`config.mk`:
```
export PLATFORM = sky130hd
export DESIGN_NAME = cptr_dly
export DESIGN_NICKNAME = d
export VERILOG_FILES = /design/src/cptr_dly.sv
export SDC_FILE = /design/constraint.sdc
export NUM_CORES = 1
export LEC_CHECK = 0
export BUFFER_PORTS_ARGS = -buffer_cell sky130_fd_sc_hd__buf_2
export CORE_AREA = 2 2 39 41
export CTS_CLUSTER_DIAMETER = 100
export DETAILED_ROUTE_END_ITERATION = 8
export DIE_AREA = 0 0 41 43
export PLACE_DENSITY_LB_ADDON = 0.25
export REMOVE_ABC_BUFFERS = 1
export SLEW_MARGIN = 10
export SYNTH_ARGS = -nofsm -noshare
export SYNTH_HDL_FRONTEND = slang
export SYNTH_SLANG_ARGS = --single-unit
```
`constraint.sdc`:
```
create_clock -name clk -period 0.98 [get_ports clk]
set_input_delay 0.245 -clock clk [delete_from_list [all_inputs] [get_ports clk]]
set_output_delay 0.245 -clock clk [all_outputs]
set_load 0.02 [all_outputs]
```
`src/cptr_dly.sv`:
```
module cptr_dly #(
	parameter int W = 8,
	parameter int N = 2
) (
	input  logic         clk,
	input  logic         en,
	input  logic [W-1:0] d,
	output logic [W-1:0] q
);

	logic [W-1:0] line_s [N];

	// Shift line, moves with the pipeline
	always_ff @(posedge clk) begin
		if (en) begin
			line_s[0] <= d;
			for (int i = 1; i < N; i++) line_s[i] <= line_s[i-1];
		end
	end

	assign q = line_s[N-1];

endmodule

```
==> results.toml <==
[grt]
grt_pass1_vias = 213
antenna_found_initial = 0
grt_pass1_wl_um = 828
grt_usage_pct = 7.788
grt_start_max_net_pins = 17
overflow = 0

[route]
drt-total-wl_um = 563
drtAntennaViolNets = 0
routedWlPerCell_um = 10.83
vias_per_cell = 4.058
vias = 211
drt_iter0_markers = 3
drt-pass1-iter-count = 3
drc_errors = 0

[logic_synthesis]
synthTopCellsByArea = "edfxtp_1 89%, buf_4 11%"
yosysMostFrequentCell = "edfxtp_1"
yosys.area.top_type = "edfxtp_1"
yosysWarnings = 0
ys.flop_type = "edfxtp_1"
synth_common_cells = "16 x edfxtp_1, 8 x buf_4"
synth_top_area_share_pct = 88.89
synth_seq_area_share_pct = 88.89
syn_inst = 24
synth_cell_types = 2
synthesis.area_um2 = 540.5
ys_seq_elements = 16
synth_edf_count = 16
syn_avg_cell_area_um2 = 22.52
async_flop_share_pct = 0

[sta]
clock.fmax_ghz = 0.9507
setup_viol = 8
finClkSkew_ns = 0.0006384
fin_ws_ns = -0.07188
grt_setup_unrepaired = "true"
hold_viol = 0
min_period_ns = 1.052
relSlewSlack_pct = 77.09
fin_crit_sh_pct = 107.3
slew_violations = 0
tightest_slew_ns = 0.3437

[finish]
nNetsFinal = 48
max_flop_register = "line_s"
reg_top3 = "line_s (16)"
finalNonFillerCells = 52
multi_input_cells = 0
multiInputGateArea_um2 = 0
final_util_pct = 47.11
largest_reg_flops = 16
layout-drive-gt1-share_pct = 55.56
area_growth_pct = 20.60
design_area_um2 = 651.9
num_antenna_cells = 0

[floorplanning]
fp-row-count = 14
core_area_mm2 = 0.001384
start_util_pct = 39.06
die_w_um = 41
die_area_mm2 = 0.001763
chipHeight_um = 43
num_io_pins = 18

[critical_path]
crit_buf_inv = 1
cp-end-kind = "primary output"
cp.arrival_ns = 0.81
crit_slowest_cell = "edfxtp_1"
cp-start-kind = "register"
critical_path.top_delay_family = "flip-flops"
crit_path_max_incr_delay_ns = 0.39
crit_type = "reg2out"
path_cells = "buf_6"
critical_path_required_ns = 0.73
crit_path_max_fanout = 1

[power_and_ir_drop]
pwr_density_cell_mw_per_mm2 = 1900
total_power_w = 0.001238
ir_drop_mv = 0.7144
leakage_nw = 0.2521

[place]
io_buffers = 17
dp_slack_ns = 0.07756
place_area_um2 = 585.6
dp_cells = 49
gp_congestion = 0.6490

[run_status]
violations = "setup timing"
status = "finished, violations left"

[job]
drv_cap = 0

[cts]
hold_buffers = 0
cts_max_level = 1
post_cts_buffers = 0
clkSinkCount = 16
clk-insertion-delay-late_ns = 0.27
numCtsBuffers = 3
max-clock-path-buffers = 2
clk_pin_slew_ns = 0.08
cts_root_buffer = "clkbuf_4"
cts_tree = "yes"

[min_path]
hold_path.class = "in2reg"
[path summary, 6_finish.rpt]
kind | startpoint | to | slack, ns | depth (start not counted)
worst min-delay path | d[7] | line_s[0][7]$_DFFE_PP_ | 0.14 | 1
worst max-delay path | line_s[0][8]$_DFFE_PP_ | q[0] | -0.07 | 1
worst max register to register | line_s[0][0]$_DFFE_PP_ | line_s[0][8]$_DFFE_PP_ | 0.35 | 0
worst min register to register | line_s[0][3]$_DFFE_PP_ | line_s[0][11]$_DFFE_PP_ | 0.42 | 0
[layout make-up]
type | instances | area [um2]
Clock buffer | 3 | 22.52
Fill cell | 120 | 732.0
Sequential cell | 16 | 480.5
Tap cell | 16 | 20.02
Timing Repair Buffer | 17 | 128.9
[layer usage]
| metal | part of all wire (%) | global-route usage [%] | wire length (um) | vias to the layer above |
|---|---|---|---|---|
| met3 | 8.0 | 3.141 | 45 | 0 |
| met1 | 38 | 8.633 | 215 | 97 |
| li1 | - | - | - | 104 |
| met4 | 0 | 6.000 | 0 | 0 |
| met2 | 53 | 11.25 | 301 | 10 |
| met5 | 0 | 0 | 0 | - |
[through the flow]
stage	hold WS, ns	TNS (ns)
6_report	0.1428	-0.4739
5_1_grt	0.1284	-0.7899
4_1_cts	0.1386	-0.5334
3_5_place_dp	0.4045	0
3_3_place_gp	0.4036	0
2_1_floorplan	0.3439	0
[cell usage in the layout, fill, tap and decap left out]
| master | instances |
|---|---|
| buf_2 | 10 |
| buf_6 | 7 |
| edfxtp_1 | 16 |
| clkbuf_4 | 3 |
[logic make-up (layout without fill, tap and decap cells)]
| family | count (synthesis) | count (layout) | share of synthesized area (%) |
|---|---|---|---|
| flip-flops | 16 | 16 | 88.89 |
| buffers and inverters | 8 | 20 | 11.11 |
[repair_timing]
action	CTS	global route
setup endpoints to repair	8	8
gates cloned	0	0
resized for setup	0	14
endpoints found under the hold margin	0	0
[power breakdown]
| part | internal [W] | total, W | switching (W) |
|---|---|---|---|
| sequential | 0.000811 | 0.000825 | 0.0000143 |
| combinational | 0.0000481 | 0.0000985 | 0.0000504 |
| clock | 0.000142 | 0.000315 | 0.000173 |
Power figures use the tool's default switching activity.
