[config.mk]
export PLATFORM = sky130hd
export DESIGN_NAME = cptr_mul
export DESIGN_NICKNAME = d
export VERILOG_FILES = /design/src/cptr_mul.sv
export SDC_FILE = /design/constraint.sdc
export NUM_CORES = 2
export LEC_CHECK = 0
export BUFFER_PORTS_ARGS = -buffer_cell sky130_fd_sc_hd__buf_2
export CELL_PAD_IN_SITES_DETAIL_PLACEMENT = 1
export CELL_PAD_IN_SITES_GLOBAL_PLACEMENT = 2
export CORE_ASPECT_RATIO = 1.5
export CORE_MARGIN = 4
export CORE_UTILIZATION = 43
export DETAILED_ROUTE_END_ITERATION = 8
export PLACE_DENSITY_LB_ADDON = 0.15
export SETUP_SLACK_MARGIN = 0.15
export SYNTH_ARGS = -nofsm -noshare
export SYNTH_HDL_FRONTEND = slang
export SYNTH_SLANG_ARGS = --single-unit
[constraint.sdc]
create_clock -name clk -period 11.1 [get_ports clk]
set_input_delay 1.11 -clock clk [delete_from_list [all_inputs] [get_ports clk]]
set_output_delay 1.11 -clock clk [all_outputs]
set_load 0.01 [all_outputs]
[src/cptr_mul.sv]
module cptr_mul #(
	parameter int AW = 33,
	parameter int BW = 32
) (
	input  logic             clk,
	input  logic             en,
	input  logic [AW-1:0]    a,
	input  logic [BW-1:0]    b,
	output logic [AW+BW-1:0] p
);

	localparam int NL = (AW + 31) / 32;
	localparam int PW = AW + BW;

	logic [NL*32-1:0] a_ext;
	logic [31+BW:0]   pp_s1 [NL];
	logic [PW-1:0]    sum;
	logic [PW-1:0]    p_s2;

	assign a_ext = (NL*32)'(a);

	// Stage 1: one 32-bit limb of a times b per lane
	always_ff @(posedge clk) begin
		if (en) begin
			for (int i = 0; i < NL; i++)
				pp_s1[i] <= (32+BW)'(a_ext[i*32 +: 32]) * (32+BW)'(b);
		end
	end

	// Stage 2: align and add the lane products
	always_comb begin
		sum = '0;
		for (int i = 0; i < NL; i++) sum = sum + (PW'(pp_s1[i]) << (32*i));
	end

	always_ff @(posedge clk) begin
		if (en) p_s2 <= sum;
	end

	assign p = p_s2;

endmodule

==> insert_results.sql <==
INSERT INTO impl_metrics (metric_group, metric, value, unit) VALUES
('status', 'status', 'complete, no violations', ''),
('critical_path', 'worstSetupStartpointType', 'input port', ''),
('yosys', 'ys_async_sr_fraction', '0', ''),
('yosys', 'fraction_of_the_yosys_area_taken_by_sequential_cells', '0.121', ''),
('yosys', 'cell_with_the_most_instances_after_synthesis', 'sky130_fd_sc_hd__fa_1', ''),
('die', 'placeableCoreArea', '92100', 'um^2'),
('detailed_routing', 'ant_nets', '0', ''),
('yosys', 'synth_enable_flop_cells', '161', ''),
('clock_network', 'post_cts_resize_count', '0', ''),
('clock_network', 'clk_transition_reported_paths', '0.07', 'ns'),
('yosys', 'synth_area_leader_cell', 'sky130_fd_sc_hd__fa_1', ''),
('timing', 'actual_slew_at_the_worst_max_slew_pin', '1.05', 'ns'),
('critical_path', 'timing_worst_setup_path_type', 'in2reg', ''),
('timing', 'final_max_slew_viol_count', '0', ''),
('global_routing', 'grt-ovfl-total', '0', ''),
('detailed_routing', 'wirelength', '131000', 'um'),
('die', 'die-area', '98100', 'um^2'),
('critical_path', 'critical_path.endpoint_type', 'flop', ''),
('global_routing', 'antenna_violations_before_repair', '10', ''),
('flow_run', 'max_cap_viol_count', '0', ''),
('timing', 'post-route-min-period', '8.82', 'ns'),
('layout', 'area_growth_syn_to_layout', '5.30', '%'),
('die', 'die-width', '257', 'um'),
('yosys', 'synth_top_flop_cell', 'sky130_fd_sc_hd__edfxtp_1', ''),
('die', 'placementRows', '136', ''),
('critical_path', 'path_max_fanout', '33', ''),
('clock_network', 'numCtsBuffers', '17', ''),
('timing', 'final.period_utilization', '0.795', ''),
('place', 'place.detailed.instances', '5289', ''),
('yosys', 'library_cells_used_by_synthesis', '76', ''),
('critical_path', 'cp_data_required_time', '11.29', 'ns'),
('clock_network', 'cts_setup_buffers', '0', ''),
('global_routing', 'first_pass_grt_wire_length', '199000', 'um'),
('place', 'routabilityCongestion', '0.873', ''),
('detailed_routing', 'detail_route.wl_per_cell', '24.6', 'um'),
('timing', 'slew_headroom', '0.298', ''),
('detailed_routing', 'firstDrtPassIters', '5', ''),
('yosys', 'synth_commonest_cells', 'sky130_fd_sc_hd__fa_1, sky130_fd_sc_hd__inv_1, sky130_fd_sc_hd__and2_1, sky130_fd_sc_hd__nand2_1, sky130_fd_sc_hd__ha_1', ''),
('detailed_routing', 'route.vias.total', '28083', ''),
('detailed_routing', 'drcViolationCount', '0', ''),
('clock_network', 'tritoncts', 'yes', ''),
('timing', 'fmax', '0.113', 'GHz'),
('timing', 'final.setup_skew', '0.0121', 'ns'),
('die', 'initial_utilization', '0.435', ''),
('layout', 'fin_nets', '5325', ''),
('detailed_routing', 'via_per_inst', '5.28', ''),
('timing', 'finalWorstSetupSlack', '2.28', 'ns'),
('layout', 'layout.cells.non_filler', '5322', ''),
('layout', 'drive_gt1_frac', '0.0552', ''),
('critical_path', 'timing.critical_path.arrival', '9.01', 'ns'),
('yosys', 'postSynthCellCount', '4112', ''),
('timing', 'grt_setup_unrepaired', 'false', ''),
('timing', 'fin_tns_setup', '0', 'ns'),
('hold_path', 'min-delay-path-class', 'reg2reg', ''),
('yosys', 'synth_area_per_cell', '9.73', 'um^2'),
('yosys', 'yosysWarnings', '0', ''),
('clock_network', 'tritoncts_num_sinks', '161', ''),
('timing', 'report.final.setup_viol', '0', ''),
('place', 'place.port_buffers', '131', ''),
('global_routing', 'pin_count_of_the_biggest_net_entering_global_routing', '95', ''),
('timing', 'hold_viol', '0', ''),
('clock_network', 'hold_buffers', '0', ''),
('yosys', 'yosysTopAreaCellShare', '0.449', ''),
('yosys', 'synth_area_leaders', 'sky130_fd_sc_hd__fa_1, sky130_fd_sc_hd__edfxtp_1, sky130_fd_sc_hd__and2_1', ''),
('place', 'dp.final_hpwl', '104000', 'um'),
('yosys', 'netlist_area', '40000', 'um^2'),
('yosys', 'synth_nets', '5371', ''),
('detailed_routing', 'drt-initial-drc-count', '1221', ''),
('clock_network', 'clock_tree.buffer_depth', '2', ''),
('die', 'die-height', '382', 'um'),
('die', 'top_level_ports', '132', ''),
('clock_network', 'clock_tree.root_cell', 'sky130_fd_sc_hd__clkbuf_16', ''),
('clock_network', 'htree_num_levels', '4', ''),
('global_routing', 'grt_util_all_layers', '0.271', ''),
('global_routing', 'first_global_vias', '33052', ''),
('place', 'place_worst_setup_slack', '1.86', 'ns'),
('layout', 'utilization', '0.458', ''),
('yosys', 'postSynthRegisterBits', '161', ''),
('clock_network', 'insertion_delay', '0.45', 'ns');
-- critical path: stages --
cell and delay (ns):
sky130_fd_sc_hd__buf_2 0.73, sky130_fd_sc_hd__and2_1 0.29, sky130_fd_sc_hd__fa_1 0.42, sky130_fd_sc_hd__inv_1 0.08, sky130_fd_sc_hd__fa_1 0.42, sky130_fd_sc_hd__fa_1 0.47, sky130_fd_sc_hd__fa_1 0.55, sky130_fd_sc_hd__inv_1 0.05
sky130_fd_sc_hd__fa_1 0.50, sky130_fd_sc_hd__inv_1 0.06, sky130_fd_sc_hd__fa_1 0.52, sky130_fd_sc_hd__inv_1 0.05, sky130_fd_sc_hd__fa_1 0.39, sky130_fd_sc_hd__fa_1 0.49, sky130_fd_sc_hd__ha_1 0.48, sky130_fd_sc_hd__a21oi_1 0.23
sky130_fd_sc_hd__o21ai_0 0.15, sky130_fd_sc_hd__a21oi_1 0.26, sky130_fd_sc_hd__o211ai_1 0.13, sky130_fd_sc_hd__a31oi_1 0.43, sky130_fd_sc_hd__a22oi_1 0.28, sky130_fd_sc_hd__a221oi_1 0.51, sky130_fd_sc_hd__o21ai_0 0.20, sky130_fd_sc_hd__xor2_1 0.17
-- final timing paths --
kind / depth (start not counted) / slack, ns / startpoint / to
setup / recovery: 24 / 2.28 / b[2] / pp_s1[0][60]
hold / removal: 0 / 0.42 / pp_s1[0][29] / p[29]
setup reg to reg: 10 / 7.94 / pp_s1[0][35] / p[59]
hold reg to reg: 0 / 0.42 / pp_s1[0][29] / p[29]
-- final cells by class --
cell class                 instances  area, um^2
timing repair buffer             159         872
sequential                       161        4830
clock buffer                      17         425
tap                             1242        1550
inverter                         885        3320
clock inverter                    15         165
fill                           10464       49900
antenna                            1        2.50
multi-input combinational       2842       31000
-- flip-flops by register name, indices dropped and copies added, names as in the netlist --
signal / count
pp_s1: 96
p: 65
-- cell usage in the layout (no fill, tap or decap), drive strengths merged, types with 3 or more instances in the layout --
master / Yosys / final
xnor2: 56 / 56
fa: 897 / 897
xor2: 28 / 28
nor3: 9 / 9
a211o: 6 / 6
a211oi: 9 / 9
nand3: 11 / 11
o21a: 7 / 7
nor2: 51 / 51
a21oi: 90 / 90
a31o: 8 / 8
edfxtp: 161 / 161
a221oi: 8 / 8
nand2b: 7 / 7
and4: 4 / 4
buf: 9 / 159
clkbuf: 215 / 17
nand2: 514 / 514
and2: 613 / 613
a21o: 50 / 50
a31oi: 9 / 9
or3: 4 / 4
o21ai: 59 / 59
o31ai: 6 / 6
nand4: 13 / 13
ha: 295 / 295
o21bai: 21 / 21
nor2b: 10 / 10
o211ai: 8 / 8
a2111oi: 3 / 3
a21boi: 6 / 6
inv: 885 / 895
and3: 8 / 8
-- layer usage --
metal  GRT usage  share of wire
met1       0.275           0.34
met2       0.541           0.57
met3      0.0167          0.020
met4       0.154          0.072
met5           0              0
-- through the flow --
| step | cell area, um^2 | hold WS [ns] |
|---|---|---|
| after global placement | 41500 | 0.400 |
| after floorplan | 40000 | 0.400 |
| final | 42100 | 0.420 |
| after CTS | 42100 | 0.421 |
| after detailed placement | 41500 | 0.405 |
| after global routing | 42100 | 0.427 |
-- cell families (layout without fill, tap and decap cells) --
family	count (synthesis)	count (layout)	share of synthesized area
fa+ha+maj	1192	1192	0.541
simple gates	1254	1254	0.161
compound gates	312	312	0.0533
other cells	0	1	0
flops	161	161	0.121
xor+xnor	84	84	0.0184
buf+inv	1109	1076	0.105
Power is left out: the tool's default activity adds up to more than one toggle a clock period on the data nets, which glitch-free logic cannot reach.
