File: config.mk
export PLATFORM = sky130hd
export DESIGN_NAME = cptr_rnd
export DESIGN_NICKNAME = d
export VERILOG_FILES = /design/src/cptr_pkg.sv /design/src/cptr_rnd.sv
export SDC_FILE = /design/constraint.sdc
export NUM_CORES = 1
export LEC_CHECK = 0
export BUFFER_PORTS_ARGS = -buffer_cell sky130_fd_sc_hd__buf_2
export CELL_PAD_IN_SITES_DETAIL_PLACEMENT = 0
export CELL_PAD_IN_SITES_GLOBAL_PLACEMENT = 1
export CORE_MARGIN = 5
export CORE_UTILIZATION = 38
export CTS_CLUSTER_SIZE = 10
export DETAILED_ROUTE_END_ITERATION = 10
export GPL_TIMING_DRIVEN = 0
export PLACE_DENSITY = 0.88
export SYNTH_ARGS = -nofsm -noshare
export SYNTH_HDL_FRONTEND = slang
export SYNTH_SLANG_ARGS = --single-unit
File: constraint.sdc
create_clock -name clk -period 2.7 [get_ports clk]
set_input_delay 0.135 -clock clk [delete_from_list [all_inputs] [get_ports clk]]
set_output_delay 0.135 -clock clk [all_outputs]
set_load 0.01 [all_outputs]
File: src/cptr_pkg.sv
package cptr_pkg;

	// Quotient bits of the raster divide; terms are capped at 2^42
	localparam int QBITS = 43;
	localparam logic [QBITS-1:0] TERM_CAP = {1'b1, {(QBITS-1){1'b0}}};
	localparam logic [31:0] S32_MAX = 32'h7FFF_FFFF;

	// Configuration register indexes
	typedef enum logic [2:0] {
		CFG_APERTURE = 3'd0,
		CFG_FOCAL    = 3'd1,
		CFG_ASPECT   = 3'd2,
		CFG_WIDTH    = 3'd3,
		CFG_HEIGHT   = 3'd4,
		CFG_SHIFT_X  = 3'd5,
		CFG_SHIFT_Y  = 3'd6,
		CFG_ORTHO    = 3'd7
	} cfg_idx_t;

	// Point fields carried around the depth divider
	typedef struct packed {
		logic        behind;
		logic [31:0] x;
		logic [31:0] y;
		logic [31:0] z;
	} head_t;

	// Per-item flags and depth carried to the output stage
	typedef struct packed {
		logic        behind;
		logic        neg_x;
		logic        neg_y;
		logic [31:0] depth;
	} tail_t;

endpackage

File: src/cptr_rnd.sv
module cptr_rnd import cptr_pkg::*; #(
	parameter int PW = 96,
	parameter int SH = 16
) (
	input  logic             clk,
	input  logic             en,
	input  logic [PW-1:0]    p,
	input  logic [30:0]      d,
	output logic [30:0]      r0,
	output logic [QBITS-1:0] lo,
	output logic             ovf
);

	localparam int NW = PW + 1 - SH;
	localparam int HW = NW - QBITS;

	logic [PW:0]        sum;
	logic [NW-1:0]      n_s1;
	logic [HW-1:0]      hi;
	logic [30:0]        r0_s2;
	logic [QBITS-1:0]   lo_s2;
	logic               ovf_s2;

	// Stage 1: add half the divisor and drop the power-of-two part of it
	assign sum = (PW+1)'(p) + ((PW+1)'(d) << (SH - 1));

	always_ff @(posedge clk) begin
		if (en) n_s1 <= sum[PW:SH];
	end

	// Stage 2: quotient would exceed the cap when the top part reaches d
	assign hi = n_s1[NW-1:QBITS];

	always_ff @(posedge clk) begin
		if (en) begin
			ovf_s2 <= hi >= HW'(d);
			r0_s2  <= hi[30:0];
			lo_s2  <= n_s1[QBITS-1:0];
		end
	end

	assign r0  = r0_s2;
	assign lo  = lo_s2;
	assign ovf = ovf_s2;

endmodule

==> impl.org <==
** Timing
- In the finished design, the share of the clock period the worst path needs comes to between 90% and 100%.
- Setup repair after global routing left no endpoint under its margin.
- Hold is met by 0.0351 ns.
- Hold Vio Cnt, Final :: 0
- Period minus WS final :: 2.61 ns
- Number of failing setup endpoints in the final timing report :: 0
- Max-slew violation count :: 0
- Slew Limit Headroom :: about half
- Maximum clock skew at final layout :: a little under 0.008 ns
- For the pin with the worst max-slew slack, the measured transition is between 0.7 and 0.8 ns.
- Based on the critical path, the design can be clocked at up to about 380 MHz.

** Worst setup path
- Data arrival, critical path :: 2.76 ns
- In this run the number of cells on the critical path is 12.
- Startpoint type of the worst setup path :: input pin
- Crit-path leading delay family :: compound AO/OA/AOI/OAI gates
- Along the worst path, the maximum fanout reaches 10.
- Largest stage delay on the critical path :: roughly 0.42 ns
- Standard cell with the maximum stage delay on the critical path :: o311a_4
- By instance count, the cell type seen most on the critical path is a211oi_4.
- Data on the critical path is required at its endpoint by 2.85 ns.
- The worst setup path is captured at a flip-flop.
- Worst path cell trace :: buf_2, ha_1, nor2b_1, o31a_1, o311a_4, a211oi_4, o31ai_4, a211oi_4, buf_4, buf_6, nor3_1, xor2_1
- Cell depth of the worst flop-to-flop path :: 8
- The setup path with the least slack is of type input pin to flip-flop.
- Count of buffering cells on the critical path with inverters included :: 3

** Clocking
- CTS max path bufs :: 2
- CTS clock-pin slew for the worst setup and hold paths :: approximately 0.06 ns
- Buffers inserted to repair hold after CTS numbered 0.
- The number of clock buffers added by TritonCTS is 17.
- Clock tree synthesis found a total of roughly 160 sinks.
- TritonCTS built the clock tree.
- # H-tree levels :: 4
- Clock latency on the worst-skew pair, taken at its later pin, is approximately 0.41 ns.
- Clock tree synthesis selected as its root buffer the cell clkbuf_16.

** Global routing
- Global-route wire length before repair :: 33.0 mm
- Largest net degree at the start of global routing :: 84
- Total global routing track utilization :: 17.4%
- Number of global-route vias before repair :: approximately 6300
- Summed over all layers, the global routing overflow is 0.
- The initial antenna violation count came to 14.

** Final layout
- Proportion of layout cells with a drive suffix above 1 :: 27.8%
- Area of all sequential standard cells :: roughly 4700 um2
- Fill cells in the final layout number around 2000.
- Total area of multi-input combinational cells :: 3480 um2
- Share of the core filled with cells :: between 40% and 50%
- From synthesis to final layout, the design area changed by 25.4%.
- Non-filler cells, final :: 1203
- The final layout contains between 1000 and 1500 nets.

** Yosys
- Sequential cells were found to cover a little under three fifths of the synthesized design area.
- In this run the cell area of the synthesized design comes to roughly 8300 um2.
- Share of flip-flops with an asynchronous set or reset after synthesis :: 0%
- Among all flip-flop cells after synthesis, the most frequent one is edfxtp_1.
- The largest total area in the synthesized netlist belongs to edfxtp_1.
- Syn Area/Cell :: 12.1 um2
- In this run, synthesis inferred about 160 flip-flops with an integrated enable.
- Counting every instance in the synthesized netlist gives about 700.
- Mapped Nets :: about 900
- Number of distinct library cell variants in the gate-level netlist after synthesis :: between 50 and 60
- By area the synthesized netlist is led by edfxtp_1, ha_1, xor2_1.
- Synthesized flop and latch total :: between 150 and 200
- Of the post-synthesis cell area, the dominant cell type holds 56.4%.
- Count of yosys warnings during synthesis :: 0

** Die
- The floorplan has 54 rows.
- Die height :: approximately 160 um
- Die Wd :: between 150 and 200 um
- Die Area :: 24900 um2
- slightly above 200 I/O pins were placed.
- Effective utilization at floorplan :: around two fifths
- The core region is between 20000 and 25000 um2.

** Drt
- Post-route antenna net violation count :: 0
- For this block, the routed nets add up to approximately 22 mm of wire.
- Via count :: 6192
- The first routing iteration left about 270 violations.
- DRC violations left :: 0
- Post-detailed-route via-to-cell ratio :: ~5.1
- For this run, the detailed router's first-pass iteration total came to 5.
- Avg WL per Cell :: ~18 um

** Pwr
- For this design the ratio of total power to cell area is about 640 nW/um2.
- Worst supply voltage drop on vdd :: 0.000409 V
- The analysis attributes to cell leakage a power of around 4.3 nW.

** Status
- Status :: finished, final reports clean

** Placed design
- Routability-driven placement finished with a final weighted congestion of between 0.8 and 0.9.
- Detailed placement finished with a half-perimeter wire length of around 17 mm.
- In this run the tool buffered the top-level ports with around 190 buffer cells.
- Counting tap cells, the placed design contains a total of about 1200 instances.

** Job
- Max-cap violations in this run came to 0.

** Hold path
- The path class of the tightest hold or removal check is input pin to flip-flop.
- Along the worst hold path, the cell count comes to 2.
[per-layer routing]
layer,vias to the layer above,share of wire (%),track usage [%]
met4,14,1.8,5.24
met1,2908,41,21.1
met5,-,0.34,0
met2,196,49,29.4
li1,3033,-,-
met3,41,8.4,5.93
[final timing paths]
| kind | endpoint | startpoint | slack, ns |
|---|---|---|---|
| max | n_s1[53] | p[17] | 0.09 |
| min | n_s1[75] | p[91] | 0.04 |
| max reg2reg | ovf | n_s1[58] | 0.13 |
| min reg2reg | lo[20] | n_s1[20] | 0.42 |
[timing repair]
item | in CTS | in global routing
cloned | 0 | 0
endpoints found under the hold margin | 0 | 0
buffers inserted | 3 | 2
pin swaps | 1 | 2
endpoints found under the setup margin | 43 | 40
gates resized for setup | 7 | 10
[placed cells by master (no fill, tap or decap), types with 15 or more instances in the layout]
cell	instances
buf_2	187
nor4_1	15
nand3_1	25
xor2_1	50
inv_1	46
edfxtp_1	156
xnor2_1	27
nor2_1	44
ha_1	61
nand4_1	19
a21oi_1	41
nor3_1	18
clkbuf_16	17
a21o_1	25
nand2_1	43
o21ai_0	18
[area by class of cell]
class | count | area share (%)
repair buffers | 193 | 9.66
well taps | 280 | 3.36
multi-input cells | 474 | 33.4
clock buffers | 18 | 4.12
diodes | 10 | 0.240
flip-flops and latches | 156 | 44.9
inverters | 46 | 1.66
clock inverters | 14 | 2.06
plain buffers | 12 | 0.612
[synthesized netlist by cell type, types with 3 or more instances]
| library cell | count |
|---|---|
| and3_1 | 10 |
| nor2_1 | 44 |
| xnor2_1 | 27 |
| inv_1 | 46 |
| nor2b_1 | 7 |
| nor3_1 | 18 |
| or4_1 | 3 |
| nand2b_1 | 5 |
| edfxtp_1 | 156 |
| o21ai_0 | 19 |
| nand4_1 | 19 |
| a31oi_1 | 5 |
| and4_1 | 3 |
| nor4_1 | 18 |
| nor3b_1 | 3 |
| nor4b_1 | 3 |
| o211ai_1 | 5 |
| nand3_1 | 25 |
| xor2_1 | 50 |
| a21oi_1 | 42 |
| nor4_2 | 4 |
| ha_1 | 61 |
| nand2_1 | 43 |
| a21o_1 | 25 |
| o21bai_1 | 3 |
| clkbuf_1 | 8 |
[logic make-up after synthesis]
kind of cell	after synthesis	share of synthesized area, %
AO/OA/AOI/OAI	122	9.75
flip-flops	156	56.4
XOR/XNOR	77	8.11
buffers and inverters	58	2.83
AND/OR/NAND/NOR	213	13.5
adder cells (fa/ha/maj)	62	9.42
[state kept, by name (all words and copies together) (netlist names)]
signal,count
lo,43
r0,31
n_s1,81
ovf,1
[through the flow]
step	setup slack (ns)	setup TNS [ns]	area, um2	power [mW]
CTS	0.0233	0	10300	6.78
global placement	-0.795	-86.21	9600	4.07
detailed placement	-0.841	-30.88	9630	4.10
finish	0.0917	0	10400	6.72
global route	0.00560	0	10400	7.02
floorplan	0.0322	0	8310	3.66
[report_power, final]
part / internal [mW] / leakage, nW / switching, mW / total (mW)
clock: 1.65 / 0.313 / 0.991 / 2.64
combinational: 0.427 / 2.50 / 0.603 / 1.03
sequential: 2.98 / 1.53 / 0.0776 / 3.05
total: 5.05 / 4.34 / 1.67 / 6.72
No activity file was read; power rests on OpenSTA's default activity.
